==> src/hw/rtl/stq_pkg.sv <==
`timescale 1ns / 1ps

package stq_pkg;

	localparam int SLOT_W = 9;
	localparam int OWNER_W = 8;
	localparam int DATA_W = 32;
	localparam logic [DATA_W-1:0] NO_DEADLINE = 32'hffff_ffff;

	typedef enum logic [2:0] {
		MODE_ALLOC      = 3'd0,
		MODE_FREE       = 3'd1,
		MODE_BIND       = 3'd2,
		MODE_ARM        = 3'd3,
		MODE_CANCEL     = 3'd4,
		MODE_CANCEL_ALL = 3'd5
	} mode_e;

	typedef enum logic [1:0] {
		ST_FREE  = 2'd0,
		ST_ALLOC = 2'd1,
		ST_COUNT = 2'd2
	} slot_status_e;

	typedef enum logic [2:0] {
		RD_TGT,
		RD_HEAD,
		RD_RDLINK,
		RD_SAVLINK,
		RD_IDX
	} rd_sel_e;

	typedef enum logic [1:0] {
		WA_TGT,
		WA_IDX,
		WA_PREV,
		WA_CUR
	} wr_sel_e;

	typedef enum logic [3:0] {
		WK_CLEAR,
		WK_ALLOC,
		WK_FREE,
		WK_BIND,
		WK_ARM,
		WK_PLINK,
		WK_CLINK,
		WK_UNC_ALLOC,
		WK_UNC_FREE
	} wr_kind_e;

	typedef struct packed {
		logic [2:0]         mode;
		logic [SLOT_W-1:0]  slot;
		logic [OWNER_W-1:0] owner_id;
		logic [DATA_W-1:0]  payload;
		logic               auto_cancel;
		logic [DATA_W-1:0]  delay;
		logic [DATA_W-1:0]  now_tick;
	} in_item_t;

	typedef struct packed {
		logic              ok;
		logic [SLOT_W-1:0] slot_out;
		logic [SLOT_W-1:0] head_slot;
		logic [DATA_W-1:0] earliest_deadline;
	} out_item_t;

	typedef struct packed {
		logic     in_load;
		logic     rd_en;
		rd_sel_e  rd_sel;
		logic     wr_en;
		wr_sel_e  wr_sel;
		wr_kind_e wr_kind;
		logic     idx_one;
		logic     idx_inc;
		logic     sav_load;
		logic     tgt_from_idx;
		logic     walk_start;
		logic     walk_step;
		logic     head_from_sav;
		logic     headdl_from_rd;
		logic     head_arm;
		logic     set_ok;
		logic     alloc_hit;
		logic     alloc_miss;
		logic     out_load;
	} ctl_cmd_t;

	typedef struct packed {
		logic [2:0]   mode;
		logic         valid;
		slot_status_e rd_status;
		logic         ca_match;
		logic         dl_le;
		logic         link_is_tgt;
		logic         tgt_is_head;
		logic         idx_last;
		logic         have_prev;
	} dp_stat_t;

endpackage

==> src/hw/rtl/stq_ctrl.sv <==
`timescale 1ns / 1ps

module stq_ctrl (
	input  logic              clk,
	input  logic              arst_n,
	input  logic              req_valid,
	output logic              req_stall,
	output logic              rsp_valid,
	input  logic              rsp_stall,
	input  stq_pkg::dp_stat_t stat,
	output stq_pkg::ctl_cmd_t cmd
);
	import stq_pkg::*;

	typedef enum logic [4:0] {
		S_CLEAR,
		S_IDLE,
		S_DISPATCH,
		S_AL_RD,
		S_AL_CHK,
		S_FR_CHK,
		S_BD_WR,
		S_AR_CHK,
		S_AR_WALK,
		S_AR_W1,
		S_AR_W2,
		S_CN_CHK,
		S_CN_START,
		S_CN_HEAD,
		S_CN_WALK,
		S_CN_END,
		S_CA_RD,
		S_CA_CHK,
		S_CA_NEXT,
		S_FIN
	} state_e;

	state_e state_q;
	state_e state_d;
	logic   rsp_valid_q;
	logic   all_mode;
	logic   out_free;

	assign all_mode  = stat.mode == MODE_CANCEL_ALL;
	assign out_free  = !rsp_valid_q || !rsp_stall;
	assign req_stall = state_q != S_IDLE;
	assign rsp_valid = rsp_valid_q;

	always_comb begin
		cmd     = '0;
		state_d = state_q;
		unique case (state_q)
			S_CLEAR: begin
				cmd.wr_en   = 1'b1;
				cmd.wr_sel  = WA_IDX;
				cmd.wr_kind = WK_CLEAR;
				if (stat.idx_last) begin
					state_d = S_IDLE;
				end else begin
					cmd.idx_inc = 1'b1;
				end
			end
			S_IDLE: begin
				if (req_valid) begin
					cmd.in_load = 1'b1;
					state_d     = S_DISPATCH;
				end
			end
			S_DISPATCH: begin
				cmd.rd_sel = RD_TGT;
				unique case (stat.mode)
					MODE_ALLOC: begin
						cmd.idx_one = 1'b1;
						state_d     = S_AL_RD;
					end
					MODE_FREE, MODE_BIND, MODE_ARM, MODE_CANCEL: begin
						if (!stat.valid) begin
							state_d = S_FIN;
						end else begin
							cmd.rd_en = 1'b1;
							unique case (stat.mode)
								MODE_FREE: state_d = S_FR_CHK;
								MODE_BIND: state_d = S_BD_WR;
								MODE_ARM:  state_d = S_AR_CHK;
								default:   state_d = S_CN_CHK;
							endcase
						end
					end
					MODE_CANCEL_ALL: begin
						cmd.set_ok  = 1'b1;
						cmd.idx_one = 1'b1;
						state_d     = S_CA_RD;
					end
					default: state_d = S_FIN;
				endcase
			end
			S_AL_RD: begin
				cmd.rd_en  = 1'b1;
				cmd.rd_sel = RD_IDX;
				state_d    = S_AL_CHK;
			end
			S_AL_CHK: begin
				if (stat.rd_status == ST_FREE) begin
					cmd.wr_en     = 1'b1;
					cmd.wr_sel    = WA_IDX;
					cmd.wr_kind   = WK_ALLOC;
					cmd.alloc_hit = 1'b1;
					state_d       = S_FIN;
				end else if (stat.idx_last) begin
					cmd.alloc_miss = 1'b1;
					state_d        = S_FIN;
				end else begin
					cmd.idx_inc = 1'b1;
					state_d     = S_AL_RD;
				end
			end
			S_FR_CHK: begin
				if (stat.rd_status != ST_COUNT) begin
					cmd.wr_en   = 1'b1;
					cmd.wr_sel  = WA_TGT;
					cmd.wr_kind = WK_FREE;
					cmd.set_ok  = 1'b1;
				end
				state_d = S_FIN;
			end
			S_BD_WR: begin
				cmd.wr_en   = 1'b1;
				cmd.wr_sel  = WA_TGT;
				cmd.wr_kind = WK_BIND;
				cmd.set_ok  = 1'b1;
				state_d     = S_FIN;
			end
			S_AR_CHK: begin
				if (stat.rd_status == ST_ALLOC) begin
					cmd.sav_load   = 1'b1;
					cmd.walk_start = 1'b1;
					cmd.rd_en      = 1'b1;
					cmd.rd_sel     = RD_HEAD;
					state_d        = S_AR_WALK;
				end else begin
					state_d = S_FIN;
				end
			end
			S_AR_WALK: begin
				if (stat.dl_le) begin
					state_d = S_AR_W1;
				end else begin
					cmd.walk_step = 1'b1;
					cmd.rd_en     = 1'b1;
					cmd.rd_sel    = RD_RDLINK;
				end
			end
			S_AR_W1: begin
				cmd.wr_en   = 1'b1;
				cmd.wr_sel  = WA_TGT;
				cmd.wr_kind = WK_ARM;
				if (stat.have_prev) begin
					state_d = S_AR_W2;
				end else begin
					cmd.head_arm = 1'b1;
					cmd.set_ok   = 1'b1;
					state_d      = S_FIN;
				end
			end
			S_AR_W2: begin
				cmd.wr_en   = 1'b1;
				cmd.wr_sel  = WA_PREV;
				cmd.wr_kind = WK_PLINK;
				cmd.set_ok  = 1'b1;
				state_d     = S_FIN;
			end
			S_CN_CHK: begin
				if (stat.rd_status == ST_COUNT) begin
					cmd.sav_load = 1'b1;
					state_d      = S_CN_START;
				end else begin
					state_d = S_FIN;
				end
			end
			S_CN_START: begin
				cmd.rd_en = 1'b1;
				if (stat.tgt_is_head) begin
					cmd.head_from_sav = 1'b1;
					cmd.rd_sel        = RD_SAVLINK;
					state_d           = S_CN_HEAD;
				end else begin
					cmd.walk_start = 1'b1;
					cmd.rd_sel     = RD_HEAD;
					state_d        = S_CN_WALK;
				end
			end
			S_CN_HEAD, S_CN_END: begin
				cmd.headdl_from_rd = state_q == S_CN_HEAD;
				cmd.wr_en          = 1'b1;
				cmd.wr_sel         = WA_TGT;
				cmd.wr_kind        = all_mode ? WK_UNC_FREE : WK_UNC_ALLOC;
				if (all_mode) begin
					state_d = S_CA_NEXT;
				end else begin
					cmd.set_ok = 1'b1;
					state_d    = S_FIN;
				end
			end
			S_CN_WALK: begin
				if (stat.link_is_tgt) begin
					cmd.wr_en   = 1'b1;
					cmd.wr_sel  = WA_CUR;
					cmd.wr_kind = WK_CLINK;
					state_d     = S_CN_END;
				end else begin
					cmd.walk_step = 1'b1;
					cmd.rd_en     = 1'b1;
					cmd.rd_sel    = RD_RDLINK;
				end
			end
			S_CA_RD: begin
				cmd.rd_en  = 1'b1;
				cmd.rd_sel = RD_IDX;
				state_d    = S_CA_CHK;
			end
			S_CA_CHK: begin
				state_d = S_CA_NEXT;
				if (stat.ca_match) begin
					if (stat.rd_status == ST_COUNT) begin
						cmd.tgt_from_idx = 1'b1;
						cmd.sav_load     = 1'b1;
						state_d          = S_CN_START;
					end else begin
						cmd.wr_en   = 1'b1;
						cmd.wr_sel  = WA_IDX;
						cmd.wr_kind = WK_FREE;
					end
				end
			end
			S_CA_NEXT: begin
				if (stat.idx_last) begin
					state_d = S_FIN;
				end else begin
					cmd.idx_inc = 1'b1;
					state_d     = S_CA_RD;
				end
			end
			S_FIN: begin
				if (out_free) begin
					cmd.out_load = 1'b1;
					state_d      = S_IDLE;
				end
			end
			default: state_d = S_IDLE;
		endcase
	end

	always_ff @(posedge clk or negedge arst_n) begin
		if (!arst_n) begin
			state_q     <= S_CLEAR;
			rsp_valid_q <= 1'b0;
		end else begin
			state_q <= state_d;
			if (cmd.out_load) begin
				rsp_valid_q <= 1'b1;
			end else if (rsp_valid_q && !rsp_stall) begin
				rsp_valid_q <= 1'b0;
			end
		end
	end

endmodule

==> config.mk <==
export PLATFORM = sky130hd
export DESIGN_NAME = stq_ctrl
export DESIGN_NICKNAME = d
export VERILOG_FILES = /design/src/hw/rtl/stq_pkg.sv /design/src/hw/rtl/stq_ctrl.sv
export SDC_FILE = /design/constraint.sdc
export NUM_CORES = 1
export LEC_CHECK = 0
export BUFFER_PORTS_ARGS = -buffer_cell sky130_fd_sc_hd__buf_2
export CORE_UTILIZATION = 35
export DETAILED_ROUTE_END_ITERATION = 12
export PLACE_DENSITY = 0.68
export SYNTH_ARGS = -nofsm -noshare
export SYNTH_HDL_FRONTEND = slang
export SYNTH_SLANG_ARGS = --single-unit
==> constraint.sdc <==
create_clock -name clk -period 6.3 [get_ports clk]
set_input_delay 1.575 -clock clk [delete_from_list [all_inputs] [get_ports clk]]
set_output_delay 1.575 -clock clk [all_outputs]
set_load 0.03 [all_outputs]
==> flow_metrics.env <==
export IMPL_tns_ps=0
export IMPL_max_stage_delay_ps=510
export IMPL_dp_slack_ps=1770
export IMPL_fin_crit_sh=0.721
export IMPL_final_instance_count_excl_fill=253
export IMPL_grt_overflow_total=0
export IMPL_synth_cell_types=53
export IMPL_vias=1475
export IMPL_clkSinkCount=6
export IMPL_post_cts_buffers=0
export IMPL_cp_data_arrival_time_ps=2970
export IMPL_fin_crit_ps=4540
export IMPL_grt_antenna_before_repair=0
export IMPL_path_common_cell="buf_2"
export IMPL_coreArea_sq_um=3050
export IMPL_drive_above_1_share=0.258
export IMPL_rsz0062_at_grt="no"
export IMPL_area_delta_synth_final_pct=20.8
export IMPL_hpwl_microns=2780
export IMPL_dp_cells=250
export IMPL_final_hold_viol_count=0
export IMPL_cp_end_kind="output port"
export IMPL_leakage_uw=0.000646
export IMPL_track_usage=0.208
export IMPL_h_tree_depth=1
export IMPL_tightest_slew_ps=783
export IMPL_ant_nets=0
export IMPL_r2r_start="state_q[3]$_DFFE_PN0P_"
export IMPL_cts_root_buf="clkbuf_4"
export IMPL_syn_num_nets=189
export IMPL_power_uw=550
export IMPL_syn_avg_cell_area_sq_um=6.49
export IMPL_place_gp_congestion=0.928
export IMPL_cts_max_path_buffers=2
export IMPL_async_reset_ff_frac=1.00
export IMPL_cp_start_kind="primary input"
export IMPL_finalWorstSetupSlack_ps=1760
export IMPL_grt_pass1_vias=1194
export IMPL_dieArea_sq_um=3440
export IMPL_slew_headroom=0.478
export IMPL_drtPass1Iterations=4
export IMPL_num_io_pins=43
export IMPL_setup_viol=0
export IMPL_drc_errors=0
export IMPL_synthFlopType="dfrtp_1"
export IMPL_synth_area_sq_um=1120
export IMPL_synth_seq_area_share=0.134
export IMPL_critPathMaxFanout=6
export IMPL_cts_buffers=3
export IMPL_grt_max_degree=26
export IMPL_fin_skew_ps=0.654
export IMPL_power_density_nw_per_um2=405
export IMPL_r2r_slack_ps=4100
export IMPL_slowest_stage="or4_4"
export IMPL_hold_start="rsp_valid$_DFFE_PN0P_"
export IMPL_outcome="finished, final reports clean"
export IMPL_antenna_cells=0
export IMPL_nets=227
export IMPL_clkTransAtPathRegs_ps=40
export IMPL_grt_first_pass_wirelength_microns=5610
export IMPL_insertion_delay_ps=240
export IMPL_synthesis_instances=173
export IMPL_rows=20
export IMPL_via_per_inst=5.83
export IMPL_ys_warn_count=0
export IMPL_synth_edf_count=0
export IMPL_required_ps=4720
export IMPL_drt_iter0_drc=82
export IMPL_cts_tree="yes"
export IMPL_ys_ff_latch=6
export IMPL_hp_class="register to register"
export IMPL_maxCapViolCount=0
export IMPL_cts_resized=0
export IMPL_avgRoutedWirePerCell_microns=14.3
export IMPL_start_util=0.368
export IMPL_hold_ws_ps=514
export IMPL_die_width_microns=58.7
export IMPL_drv_slew=0
export IMPL_die_h_microns=58.7
export IMPL_fmax_mhz=220
export IMPL_worstSetupPathType="primary input to output port"
export IMPL_peakVddDrop_mv=0.204
export IMPL_cts_hold_buffers=0
export IMPL_worstPathCellList="buf_2 > and2b_1 > nor3_1 > or4_4 > o21bai_1 > buf_2"
export IMPL_portBuffers=42
export IMPL_routed_wl_microns=3620
export IMPL_cp_startpoint="stat[6]"
## routing by layer
metal / vias to the layer above / GRT usage / part of all wire
met5: - / 0 / 0
met4: 0 / 0.0374 / 0.011
met3: 6 / 0.0220 / 0.091
met2: 86 / 0.322 / 0.46
met1: 673 / 0.312 / 0.43
li1: 710 / - / -
## worst paths after layout
check                           cells past startpoint                endpoint
min in group asynchronous                           1   rsp_valid$_DFFE_PN0P_
worst min-delay path                                2   rsp_valid$_DFFE_PN0P_
max in group asynchronous                           1  state_q[3]$_DFFE_PN0P_
worst max register to register                      5  state_q[0]$_DFFE_PN0P_
worst min register to register                      2   rsp_valid$_DFFE_PN0P_
worst max-delay path                                6                 cmd[19]
## Yosys cell counts, types with 2 or more instances
| cell | instances | area, sq um |
|---|---|---|
| o32ai_1 | 2 | 17.5 |
| o21bai_1 | 2 | 15.0 |
| nand3b_1 | 3 | 22.5 |
| nand2_1 | 26 | 97.6 |
| buf_6 | 2 | 22.5 |
| o211ai_1 | 3 | 22.5 |
| buf_2 | 6 | 30.0 |
| dfrtp_1 | 6 | 150 |
| a32oi_1 | 2 | 17.5 |
| a21oi_1 | 13 | 65.1 |
| nor3_1 | 9 | 45.0 |
| a22oi_1 | 3 | 22.5 |
| a211oi_1 | 2 | 15.0 |
| nand3_1 | 8 | 40.0 |
| nor2_1 | 20 | 75.1 |
| nand2b_1 | 5 | 31.3 |
| nor3b_1 | 3 | 22.5 |
| nor2b_1 | 6 | 37.5 |
| inv_1 | 8 | 30.0 |
| o22ai_1 | 2 | 12.5 |
| o21ai_0 | 9 | 45.0 |
| a31oi_1 | 2 | 12.5 |
## critical path, delay by kind of cell
family,cells,cell delay [ps]
buf+inv,2,320
compound gates,1,160
simple gates,3,910
## power by group
group          leakage (uW)  internal [uW]  total [uW]  switching [uW]
logic              0.000554            143         409             266
registers         0.0000784           52.9         107            54.1
clock network     0.0000138           21.5        34.7            13.2
total              0.000646            217         550             333
## state kept, by name, summed over array words and instances (netlist names)
signal and count:
state_q 5, rsp_valid 1
## logic make-up after synthesis
kind of cell    Yosys count  synth area share
simple gates             94             0.452
compound gates           50             0.296
buf+inv                  19            0.0846
flops                     6             0.134
xor+xnor                  2            0.0156
mux                       1           0.00891
fa+ha+maj                 1           0.00891
## per-stage QoR
step	area, sq um	utilization
after global routing	1360	0.445
after floorplan	1120	-
after global placement	1340	0.437
final	1360	0.445
after CTS	1360	0.445
after detailed placement	1340	0.437
## cell type report
class / count / area, sq um
fillers: 367 / 1700
multi-input cells: 148 / 878
repair buffers: 43 / 218
flip-flops and latches: 6 / 150
well taps: 44 / 55.1
inverters: 9 / 33.8
clock buffers: 3 / 22.5
## placed cells by master, fill, tap and decap left out, drive strengths merged, types with 4 or more instances in the layout
cell    Yosys  routed
nor2b       7       7
buf         9      43
o21ai       9       9
nor3b       4       4
inv         9       9
nor2       20      20
nor3        9       9
a21oi      13      13
nand2      26      26
nand3       8       8
nand2b      5       5
dfrtp       6       6
No activity file was read; power rests on OpenSTA's default activity.
